$ cat src/design/scd_pkg.sv
`default_nettype none
package scd_pkg;

  // History store geometry
  localparam int HISTORY_DEPTH = 16;
  localparam int HIST_AW       = $clog2(HISTORY_DEPTH);
  localparam int HIST_CW       = $clog2(HISTORY_DEPTH + 1);
  localparam int SCNT_W        = $clog2(HISTORY_DEPTH + 2);
  localparam int CMEM_W        = 5;
  localparam int CLAMP_W       = (HIST_CW > CMEM_W) ? HIST_CW : CMEM_W;
  localparam int MEM_MIN       = 2;

  // Field widths
  localparam int HASH_W     = 64;
  localparam int CNT_W      = 32;
  localparam int OUT_W      = 3;
  localparam int CFG_IDX_W  = 2;
  localparam int CFG_DATA_W = 32;

  // Outcome codes
  localparam logic [OUT_W-1:0] OUT_RUNNING  = 3'd0;
  localparam logic [OUT_W-1:0] OUT_OK       = 3'd1;
  localparam logic [OUT_W-1:0] OUT_SOFTLOCK = 3'd2;
  localparam logic [OUT_W-1:0] OUT_REPEAT   = 3'd3;
  localparam logic [OUT_W-1:0] OUT_IGNORED  = 3'd4;
  localparam logic [OUT_W-1:0] OUT_DRIVER   = 3'd5;

  // Configuration register indexes
  localparam logic [CFG_IDX_W-1:0] CFG_MAX_STEPS     = 2'd0;
  localparam logic [CFG_IDX_W-1:0] CFG_MAX_STALL     = 2'd1;
  localparam logic [CFG_IDX_W-1:0] CFG_DETECT_CYCLES = 2'd2;
  localparam logic [CFG_IDX_W-1:0] CFG_CYCLE_MEMORY  = 2'd3;

  // Configuration reset values
  localparam logic [CNT_W-1:0]  RST_MAX_STEPS    = 32'd1000;
  localparam logic [CNT_W-1:0]  RST_MAX_STALL    = 32'd16;
  localparam logic              RST_DETECT       = 1'b1;
  localparam logic [CMEM_W-1:0] RST_CYCLE_MEMORY = 5'd16;

  // Controller to datapath commands
  typedef struct packed {
    logic capture;
    logic eval;
    logic search;
    logic commit;
  } ctrl_cmd_t;

  // Datapath to controller status
  typedef struct packed {
    logic need_search;
    logic search_done;
    logic out_free;
  } dp_status_t;

endpackage
`default_nettype wire

$ cat src/design/scd_ram.sv
`default_nettype none
module scd_ram #(
  parameter int WIDTH = 64,
  parameter int DEPTH = 16
) (
  input  wire logic                     clk,
  input  wire logic                     we,
  input  wire logic [$clog2(DEPTH)-1:0] waddr,
  input  wire logic [WIDTH-1:0]         wdata,
  input  wire logic                     re,
  input  wire logic [$clog2(DEPTH)-1:0] raddr,
  output logic      [WIDTH-1:0]         rdata
);

  logic [WIDTH-1:0] mem [DEPTH];

  // Write port and registered read port
  always_ff @(posedge clk) begin
    if (we) begin
      mem[waddr] <= wdata;
    end
    if (re) begin
      rdata <= mem[raddr];
    end
  end

endmodule
`default_nettype wire

$ cat src/design/scd_ctrl.sv
`default_nettype none
module scd_ctrl (
  input  wire logic               clk,
  input  wire logic               rst_n,
  input  wire logic               in_valid,
  output logic                    in_ready,
  input  wire scd_pkg::dp_status_t status,
  output scd_pkg::ctrl_cmd_t      cmd
);

  typedef enum logic [3:0] {
    S_IDLE   = 4'b0001,
    S_EVAL   = 4'b0010,
    S_SEARCH = 4'b0100,
    S_FINISH = 4'b1000
  } state_t;

  state_t state_r, state_nxt;

  // Decode commands from the current state
  always_comb begin
    in_ready    = (state_r == S_IDLE);
    cmd.capture = (state_r == S_IDLE) && in_valid;
    cmd.eval    = (state_r == S_EVAL);
    cmd.search  = (state_r == S_SEARCH);
    cmd.commit  = (state_r == S_FINISH) && status.out_free;
  end

  // Advance through capture, evaluate, search and commit
  always_comb begin
    state_nxt = state_r;
    unique case (state_r)
      S_IDLE: begin
        if (in_valid) state_nxt = S_EVAL;
      end
      S_EVAL: begin
        state_nxt = status.need_search ? S_SEARCH : S_FINISH;
      end
      S_SEARCH: begin
        if (status.search_done) state_nxt = S_FINISH;
      end
      S_FINISH: begin
        if (status.out_free) state_nxt = S_IDLE;
      end
      default: state_nxt = S_IDLE;
    endcase
  end

  always_ff @(posedge clk) begin
    if (!rst_n) begin
      state_r <= S_IDLE;
    end else begin
      state_r <= state_nxt;
    end
  end

endmodule
`default_nettype wire

$ cat src/design/scd_datapath.sv
`default_nettype none
module scd_datapath (
  input  wire logic                                  clk,
  input  wire logic                                  rst_n,
  input  wire scd_pkg::ctrl_cmd_t                    cmd,
  output scd_pkg::dp_status_t                        status,
  input  wire logic                                  in_new_trial,
  input  wire logic [scd_pkg::HASH_W-1:0]            in_state_hash,
  input  wire logic                                  in_progressed,
  input  wire logic                                  in_driver_failed,
  input  wire logic                                  cfg_we,
  input  wire logic [scd_pkg::CFG_IDX_W-1:0]         cfg_index,
  input  wire logic [scd_pkg::CFG_DATA_W-1:0]        cfg_data,
  output logic                                       ram_we,
  output logic      [scd_pkg::HIST_AW-1:0]           ram_waddr,
  output logic      [scd_pkg::HASH_W-1:0]            ram_wdata,
  output logic                                       ram_re,
  output logic      [scd_pkg::HIST_AW-1:0]           ram_raddr,
  input  wire logic [scd_pkg::HASH_W-1:0]            ram_rdata,
  input  wire logic                                  out_ready,
  output logic                                       out_valid,
  output logic      [scd_pkg::OUT_W-1:0]             out_outcome,
  output logic      [scd_pkg::CNT_W-1:0]             out_step_index,
  output logic      [scd_pkg::CNT_W-1:0]             out_stall_run
);

  // Configuration registers
  logic [scd_pkg::CNT_W-1:0]  max_steps_r, max_stall_r;
  logic                       detect_r;
  logic [scd_pkg::CMEM_W-1:0] cyc_mem_r;

  // Captured item
  logic                       new_trial_r, prog_r, drv_r;
  logic [scd_pkg::HASH_W-1:0] hash_r;

  // Trial state
  logic [scd_pkg::HIST_AW-1:0] head_r, head_nxt;
  logic [scd_pkg::HIST_CW-1:0] fill_r, fill_nxt;
  logic [scd_pkg::CNT_W-1:0]   stall_r, step_r;
  logic                        ended_r;

  // Search sweep
  logic [scd_pkg::SCNT_W-1:0]  cnt_r;
  logic                        cmp_vld_r, hit_r;

  // Result register
  logic                        out_valid_r;
  logic [scd_pkg::OUT_W-1:0]   out_outcome_r;
  logic [scd_pkg::CNT_W-1:0]   out_step_r, out_stall_r;

  logic [scd_pkg::CLAMP_W-1:0] cm_ext, cm_clamped;
  logic [scd_pkg::HIST_CW-1:0] mem_len, n_search;
  logic [scd_pkg::SCNT_W-1:0]  back_off;
  logic                        issue, match, sweep_done;

  logic [scd_pkg::CNT_W-1:0]   stall_inc, stall_new, step_inc, res_step, res_stall;
  logic [scd_pkg::CNT_W:0]     step_p1;
  logic [scd_pkg::OUT_W-1:0]   res_outcome;
  logic                        do_push, end_now;

  // Clamp the history length between MEM_MIN and the store depth
  always_comb begin
    cm_ext = scd_pkg::CLAMP_W'(cyc_mem_r);
    if (cm_ext < scd_pkg::CLAMP_W'(scd_pkg::MEM_MIN)) begin
      cm_clamped = scd_pkg::CLAMP_W'(scd_pkg::MEM_MIN);
    end else if (cm_ext > scd_pkg::CLAMP_W'(scd_pkg::HISTORY_DEPTH)) begin
      cm_clamped = scd_pkg::CLAMP_W'(scd_pkg::HISTORY_DEPTH);
    end else begin
      cm_clamped = cm_ext;
    end
    mem_len  = cm_clamped[scd_pkg::HIST_CW-1:0];
    n_search = (fill_r < mem_len) ? fill_r : mem_len;
  end

  // Walk back from the newest entry, one read a cycle
  always_comb begin
    back_off  = scd_pkg::SCNT_W'(scd_pkg::HISTORY_DEPTH) - cnt_r;
    if (cnt_r > scd_pkg::SCNT_W'(head_r)) begin
      ram_raddr = scd_pkg::HIST_AW'(back_off + scd_pkg::SCNT_W'(head_r));
    end else begin
      ram_raddr = scd_pkg::HIST_AW'(scd_pkg::SCNT_W'(head_r) - cnt_r);
    end
    sweep_done = (cnt_r > scd_pkg::SCNT_W'(n_search));
    issue  = cmd.search && !sweep_done;
    ram_re = issue;
    match  = cmp_vld_r && (ram_rdata == hash_r);
  end

  // Work out the step's result from the trial state
  always_comb begin
    stall_inc = (stall_r == '1) ? stall_r : stall_r + scd_pkg::CNT_W'(1);
    step_inc  = (step_r == '1) ? step_r : step_r + scd_pkg::CNT_W'(1);
    step_p1   = {1'b0, step_r} + (scd_pkg::CNT_W+1)'(1);
    stall_new = prog_r ? '0 : stall_inc;
    do_push   = 1'b0;
    res_step  = step_r;
    res_stall = stall_r;
    end_now   = 1'b0;
    res_outcome = scd_pkg::OUT_RUNNING;
    if (ended_r) begin
      res_outcome = scd_pkg::OUT_IGNORED;
    end else if (drv_r) begin
      res_outcome = scd_pkg::OUT_DRIVER;
      end_now     = 1'b1;
    end else begin
      res_stall = stall_new;
      if (!prog_r) begin
        if (stall_new >= max_stall_r) res_outcome = scd_pkg::OUT_SOFTLOCK;
      end else if (detect_r) begin
        if (hit_r) res_outcome = scd_pkg::OUT_REPEAT;
        else       do_push     = 1'b1;
      end
      if ((res_outcome == scd_pkg::OUT_RUNNING) && (step_p1 >= {1'b0, max_steps_r})) begin
        res_outcome = scd_pkg::OUT_OK;
      end
      end_now = (res_outcome != scd_pkg::OUT_RUNNING);
    end
    head_nxt = (head_r == scd_pkg::HIST_AW'(scd_pkg::HISTORY_DEPTH - 1)) ? '0
             : head_r + scd_pkg::HIST_AW'(1);
    fill_nxt = (fill_r < mem_len) ? fill_r + scd_pkg::HIST_CW'(1) : mem_len;
  end

  // Append the hash on a committed push
  always_comb begin
    ram_we    = cmd.commit && do_push;
    ram_waddr = head_r;
    ram_wdata = hash_r;
  end

  always_comb begin
    status.need_search = !(ended_r && !new_trial_r) && !drv_r && prog_r && detect_r;
    status.search_done = sweep_done;
    status.out_free    = !out_valid_r || out_ready;
  end

  // Configuration writes
  always_ff @(posedge clk) begin
    if (!rst_n) begin
      max_steps_r <= scd_pkg::RST_MAX_STEPS;
      max_stall_r <= scd_pkg::RST_MAX_STALL;
      detect_r    <= scd_pkg::RST_DETECT;
      cyc_mem_r   <= scd_pkg::RST_CYCLE_MEMORY;
    end else if (cfg_we) begin
      unique case (cfg_index)
        scd_pkg::CFG_MAX_STEPS:     max_steps_r <= cfg_data;
        scd_pkg::CFG_MAX_STALL:     max_stall_r <= cfg_data;
        scd_pkg::CFG_DETECT_CYCLES: detect_r    <= cfg_data[0];
        scd_pkg::CFG_CYCLE_MEMORY:  cyc_mem_r   <= cfg_data[scd_pkg::CMEM_W-1:0];
        default: ;
      endcase
    end
  end

  // Capture the item
  always_ff @(posedge clk) begin
    if (cmd.capture) begin
      new_trial_r <= in_new_trial;
      hash_r      <= in_state_hash;
      prog_r      <= in_progressed;
      drv_r       <= in_driver_failed;
    end
  end

  // Trial state: clear on a new trial, update on commit
  always_ff @(posedge clk) begin
    if (!rst_n) begin
      head_r  <= '0;
      fill_r  <= '0;
      stall_r <= '0;
      step_r  <= '0;
      ended_r <= 1'b0;
    end else if (cmd.eval && new_trial_r) begin
      head_r  <= '0;
      fill_r  <= '0;
      stall_r <= '0;
      step_r  <= '0;
      ended_r <= 1'b0;
    end else if (cmd.commit && !ended_r) begin
      if (end_now) ended_r <= 1'b1;
      if (!drv_r) begin
        stall_r <= stall_new;
        step_r  <= step_inc;
      end
      if (do_push) begin
        head_r <= head_nxt;
        fill_r <= fill_nxt;
      end
    end
  end

  // Search sweep: address counter, compare stage and hit flag
  always_ff @(posedge clk) begin
    if (!rst_n) begin
      cnt_r     <= scd_pkg::SCNT_W'(1);
      cmp_vld_r <= 1'b0;
      hit_r     <= 1'b0;
    end else begin
      cmp_vld_r <= issue;
      if (cmd.eval) begin
        cnt_r <= scd_pkg::SCNT_W'(1);
        hit_r <= 1'b0;
      end else begin
        if (issue) cnt_r <= cnt_r + scd_pkg::SCNT_W'(1);
        if (match) hit_r <= 1'b1;
      end
    end
  end

  // Result register: load on commit, drop when taken
  always_ff @(posedge clk) begin
    if (!rst_n) begin
      out_valid_r <= 1'b0;
    end else if (cmd.commit) begin
      out_valid_r <= 1'b1;
    end else if (out_ready) begin
      out_valid_r <= 1'b0;
    end
  end

  always_ff @(posedge clk) begin
    if (cmd.commit) begin
      out_outcome_r <= res_outcome;
      out_step_r    <= res_step;
      out_stall_r   <= res_stall;
    end
  end

  assign out_valid      = out_valid_r;
  assign out_outcome    = out_outcome_r;
  assign out_step_index = out_step_r;
  assign out_stall_run  = out_stall_r;

endmodule
`default_nettype wire

$ cat src/design/softlock_and_cycle_detector.sv
// Flow: an item is captured, evaluated, searched if needed, then committed to the
//   result register once it is free; in_ready stays low until that commit.
// Search: n = min(history fill, clamped cycle_memory) hashes, newest first; the
//   single comparator reads one stored hash a cycle from the history RAM port.
// Reset: synchronous, active low; registers return to defaults and the history
//   is empty by its fill count, with no clearing pass.
`default_nettype none
module softlock_and_cycle_detector (
  input  wire logic                           clk,
  input  wire logic                           rst_n,
  input  wire logic                           in_valid,
  output logic                                in_ready,
  input  wire logic                           in_new_trial,
  input  wire logic [scd_pkg::HASH_W-1:0]     in_state_hash,
  input  wire logic                           in_progressed,
  input  wire logic                           in_driver_failed,
  output logic                                out_valid,
  input  wire logic                           out_ready,
  output logic      [scd_pkg::OUT_W-1:0]      out_outcome,
  output logic      [scd_pkg::CNT_W-1:0]      out_step_index,
  output logic      [scd_pkg::CNT_W-1:0]      out_stall_run,
  input  wire logic                           cfg_we,
  input  wire logic [scd_pkg::CFG_IDX_W-1:0]  cfg_index,
  input  wire logic [scd_pkg::CFG_DATA_W-1:0] cfg_data
);

  scd_pkg::ctrl_cmd_t  cmd;
  scd_pkg::dp_status_t status;

  logic                         ram_we, ram_re;
  logic [scd_pkg::HIST_AW-1:0]  ram_waddr, ram_raddr;
  logic [scd_pkg::HASH_W-1:0]   ram_wdata, ram_rdata;

  // Sequencer
  scd_ctrl u_ctrl (
    .clk      (clk),
    .rst_n    (rst_n),
    .in_valid (in_valid),
    .in_ready (in_ready),
    .status   (status),
    .cmd      (cmd)
  );

  // Counters, compare and result register
  scd_datapath u_dp (
    .clk              (clk),
    .rst_n            (rst_n),
    .cmd              (cmd),
    .status           (status),
    .in_new_trial     (in_new_trial),
    .in_state_hash    (in_state_hash),
    .in_progressed    (in_progressed),
    .in_driver_failed (in_driver_failed),
    .cfg_we           (cfg_we),
    .cfg_index        (cfg_index),
    .cfg_data         (cfg_data),
    .ram_we           (ram_we),
    .ram_waddr        (ram_waddr),
    .ram_wdata        (ram_wdata),
    .ram_re           (ram_re),
    .ram_raddr        (ram_raddr),
    .ram_rdata        (ram_rdata),
    .out_ready        (out_ready),
    .out_valid        (out_valid),
    .out_outcome      (out_outcome),
    .out_step_index   (out_step_index),
    .out_stall_run    (out_stall_run)
  );

  // Hash history
  scd_ram #(
    .WIDTH (scd_pkg::HASH_W),
    .DEPTH (scd_pkg::HISTORY_DEPTH)
  ) u_hist (
    .clk   (clk),
    .we    (ram_we),
    .waddr (ram_waddr),
    .wdata (ram_wdata),
    .re    (ram_re),
    .raddr (ram_raddr),
    .rdata (ram_rdata)
  );

endmodule
`default_nettype wire

$ cat config.mk
export PLATFORM = sky130hd
export DESIGN_NAME = softlock_and_cycle_detector
export DESIGN_NICKNAME = d
export VERILOG_FILES = /design/src/design/scd_pkg.sv /design/src/design/scd_ram.sv /design/src/design/scd_ctrl.sv /design/src/design/scd_datapath.sv /design/src/design/softlock_and_cycle_detector.sv
export SDC_FILE = /design/constraint.sdc
export NUM_CORES = 1
export LEC_CHECK = 0
export BUFFER_PORTS_ARGS = -buffer_cell sky130_fd_sc_hd__buf_2
export CAP_MARGIN = 20
export CORE_MARGIN = 4
export CORE_UTILIZATION = 55
export CTS_CLUSTER_DIAMETER = 150
export DETAILED_ROUTE_END_ITERATION = 7
export PLACE_DENSITY = 0.72
export RECOVER_POWER = 25
export SLEW_MARGIN = 20
export SYNTH_ARGS = -nofsm -noshare
export SYNTH_HDL_FRONTEND = slang
export SYNTH_SLANG_ARGS = --single-unit
export TNS_END_PERCENT = 30
$ cat constraint.sdc
create_clock -name clk -period 9.82 [get_ports clk]
set_clock_uncertainty 0.1 [all_clocks]
set_input_delay 0.491 -clock clk [delete_from_list [all_inputs] [get_ports clk]]
set_output_delay 0.491 -clock clk [all_outputs]
set_load 0.05 [all_outputs]
==> results.toml <==
[synth]
synth_edf_count = 1222
syn_nets = 3596
synth_warnings = 0
syn_area_sq_mm = 0.0558
synthFlopType = "edfxtp_1"
netlist_instances = 3405
synth-seq-cells = 1378
seq_area_frac_synth = 0.713
yosys-top-cells-area = "edfxtp_1 (66%), mux4_2 (10%), dfxtp_1 (5.6%)"
yosys.area.top_type = "edfxtp_1"
synth.top_cell.area_share = 0.657
synthArstFlopShare = 0
syn_area_per_cell_sq_um = 16.4
synthDistinctLibCells = 77

[global_route]
grt_usage = 0.240
antenna_found_initial = 4
globalRouteMet3Util = 0.0425
grt_util_met1 = 0.328
busiest_layer = "met2"
overflow = 0
grt_start_max_net_pins = 98
grt_pass1_vias = 31100
use_met2 = 0.399
grt_pass1_wl_um = 193000

[setup_path]
cp_num_cells = 17
r2r_start = "u_dp.cm_ext[2]"
end_kind = "flop"
reg2reg_to = "u_hist.rdata[5]"
path_max_fanout = 43
required_ps = 10070
regToRegSetupSlack_ps = 4650
cp_cell_sequence = "nor2_1, o21ai_0, ha_1, inv_1, a31oi_1, o21ai_0, a21o_1, nor2_1, a21oi_1, ha_1, nor2b_1, o21a_1, o21a_1, o21a_1, o22a_1, nor2_4, buf_4"
crit_end = "u_hist.rdata[5]"
cp_num_buf_inv = 2
cp_slowest_stage_delay_ps = 760
crit_top_cell = "o21a_1"
cpMaxStageDelayCell = "buf_4"
cp.arrival_ps = 5420
criticalPathCategory = "flop to flop"
reg2reg_depth = 17
start_kind = "flop"
startpoint = "u_dp.cm_ext[2]"
crit_family = "compound AO/OA/AOI/OAI gates"

[floorplanning]
fp-row-count = 116
dieArea_sq_mm = 0.107
ios = 175
initial_core_util = 0.556
die_w_um = 327
die_y_um = 327
coreArea_sq_mm = 0.100

[final_layout]
area_delta_synth_final_pct = 14.2
fin_nets = 3905
drive_gt1_frac = 0.184
num-fill-cells = 7169
final_core_util = 0.635

[clock_network]
cts_tree = "done"
cts_resized = 0
cts_made_buffers = 140
clock-sinks = 1378
cts_hold_buf = 102
htreeDepth = 4
cts.path.max_buffers = 3
root_buffer = "clkbuf_16"
clkLatencyLatePin_ps = 740
clk_pin_slew_ps = 60
postCtsSetupBuffers = 0

[timing]
hold_viol_final = 0
slew_viol_final = 0
fin_tns_setup_ps = 0
fmax_mhz = 194
final-setup-viol-count = 0
rsz0062_at_grt = "false"
min_period_ps = 5170
relSlewSlack = 0.332
post-route-period-util = 0.526
tightestPinTransition_ps = 1000
hold_ws_ps = 81.0

[hold_path]
hold_depth = 3
hold_path_class = "input port to flop"

[outcome]
status = "complete, no violations"

[routing]
antenna_left = 0
avgViaCountPerCell = 6.02
first_pass_iters = 6
drc = 0
vias = 31200
wl_per_cell_um = 24.6
drt-initial-drc-count = 3209
finalWirelength_um = 128000

[place]
port_buffers = 174
dp.final_hpwl_um = 71900
routabilityCongestion = 0.862

[flow_run]
maxCapViolations = 0

[power]
power_leakage_nw = 20.9
p_total_mw = 12.6
powerDensity_mw_per_mm2 = 197
ir_drop_uv = 205
## registers in the layout (all words and copies together) (netlist names), 3 cells and up
register	cells
u_dp.fill_r	5
u_ctrl.state_r	4
u_dp.out_stall_run	32
u_dp.cnt_r	5
u_hist.mem	1024
u_hist.rdata	64
u_dp.res_step	32
u_dp.out_outcome	3
u_dp.ram_waddr	4
u_dp.max_stall_r	32
u_dp.cm_ext	5
u_dp.max_steps_r	32
u_dp.stall_r	32
u_dp.out_step_index	32
u_dp.ram_wdata	64
## worst register-to-register path: cells and delay by family, from the launching register on
kind | cells | cell delay, ps
AO/OA/AOI/OAI | 9 | 1850
adder cells (fa/ha/maj) | 2 | 550
buffers and inverters | 2 | 870
flip-flops | 1 | 370
AND/OR/NAND/NOR | 4 | 1040
## power breakdown
| part | total, mW | switching, mW | internal (mW) |
|---|---|---|---|
| registers | 6.91 | 0.225 | 6.68 |
| logic | 0.590 | 0.407 | 0.183 |
| clock network | 5.08 | 2.18 | 2.91 |
| total | 12.6 | 2.81 | 9.77 |
## cell families (layout without fill, tap and decap cells)
| logic type | Yosys count | after routing | share of synthesized area |
|---|---|---|---|
| other | 0 | 4 | 0 |
| AO/OA/AOI/OAI | 479 | 479 | 0.0556 |
| flip-flops | 1378 | 1378 | 0.713 |
| buffers and inverters | 270 | 685 | 0.0189 |
| AND/OR/NAND/NOR | 796 | 796 | 0.0678 |
| adder cells (fa/ha/maj) | 85 | 85 | 0.0192 |
| multiplexers | 263 | 263 | 0.104 |
| XOR/XNOR | 134 | 134 | 0.0210 |
## synthesized netlist by cell type, drive strengths merged (4+ instances only)
cell type / n
a22oi: 6
nand4: 26
and4: 12
a22o: 7
buf: 48
o211ai: 10
or3: 21
nor2b: 17
nand3b: 5
o41ai: 5
nor2: 124
a31oi: 73
o21a: 7
xor2: 63
a21oi: 99
mux2i: 7
o311ai: 4
nor3: 37
ha: 84
o31ai: 7
a21o: 7
nand2b: 20
and3: 12
clkbuf: 126
a221oi: 5
or4: 4
a21boi: 57
xnor2: 71
and2: 67
edfxtp: 1222
dfxtp: 156
nand2: 365
inv: 95
a311oi: 4
nor4: 16
nand3: 56
o22ai: 6
or2: 5
o21ai: 98
mux4: 256
a211oi: 70
## per-layer routing
metal | part of all wire | up-vias | wire (um)
met5 | 0.00020 | - | 26
met3 | 0.076 | 229 | 9650
li1 | - | 13900 | -
met4 | 0.027 | 4 | 3490
met1 | 0.39 | 15800 | 50300
met2 | 0.50 | 1301 | 64000
## worst min path at each step
| stage | from | to | slack [ps] |
|---|---|---|---|
| 2_1_floorplan | u_dp.res_step[16] | u_dp.out_step_index[16] | 310 |
| 3_3_place_gp | u_dp.max_steps_r[19] | u_dp.max_steps_r[19] | 350 |
| 3_5_place_dp | u_dp.max_stall_r[12] | u_dp.max_stall_r[12] | 360 |
| 4_1_cts | out_ready | u_dp.out_valid | 10 |
| 5_1_grt | out_ready | u_dp.out_valid | 60 |
| 6_report | out_ready | u_dp.out_valid | 80 |
## placed cells by master (no fill, tap or decap), drive strengths merged, types with 17 or more instances in the layout
master / n
edfxtp: 1222
nand2: 365
mux4: 256
buf: 214
clkbuf: 214
dfxtp: 156
nor2: 124
dlygate4sd3: 102
a21oi: 99
inv: 99
o21ai: 98
ha: 84
a31oi: 73
xnor2: 71
a211oi: 70
and2: 67
xor2: 63
a21boi: 57
nand3: 56
clkinv: 46
nor3: 37
nand4: 26
or3: 21
nand2b: 20
nor2b: 17
## area by class of cell
| cell class | instances | area (sq um) | area share |
|---|---|---|---|
| clock inverters | 59 | 584 | 0.00916 |
| clock buffers | 189 | 3790 | 0.0594 |
| multi-input cells | 1757 | 15200 | 0.238 |
| well taps | 1357 | 1700 | 0.0266 |
| repair buffers | 341 | 2380 | 0.0373 |
| inverters | 96 | 360 | 0.00565 |
| diodes | 4 | 10.0 | 0.000157 |
| flip-flops and latches | 1378 | 39800 | 0.624 |
## stage by stage
| step | setup WS [ps] | instance area [sq um] | std cells |
|---|---|---|---|
| floorplan | 1350 | 55800 | 3405 |
| global placement | 4800 | 58400 | 4825 |
| detailed placement | 4720 | 58400 | 4826 |
| CTS | 4680 | 63800 | 5176 |
| global route | 4340 | 63800 | 5177 |
| finish | 4650 | 63800 | 5181 |
No activity file was read; power rests on OpenSTA's default activity.
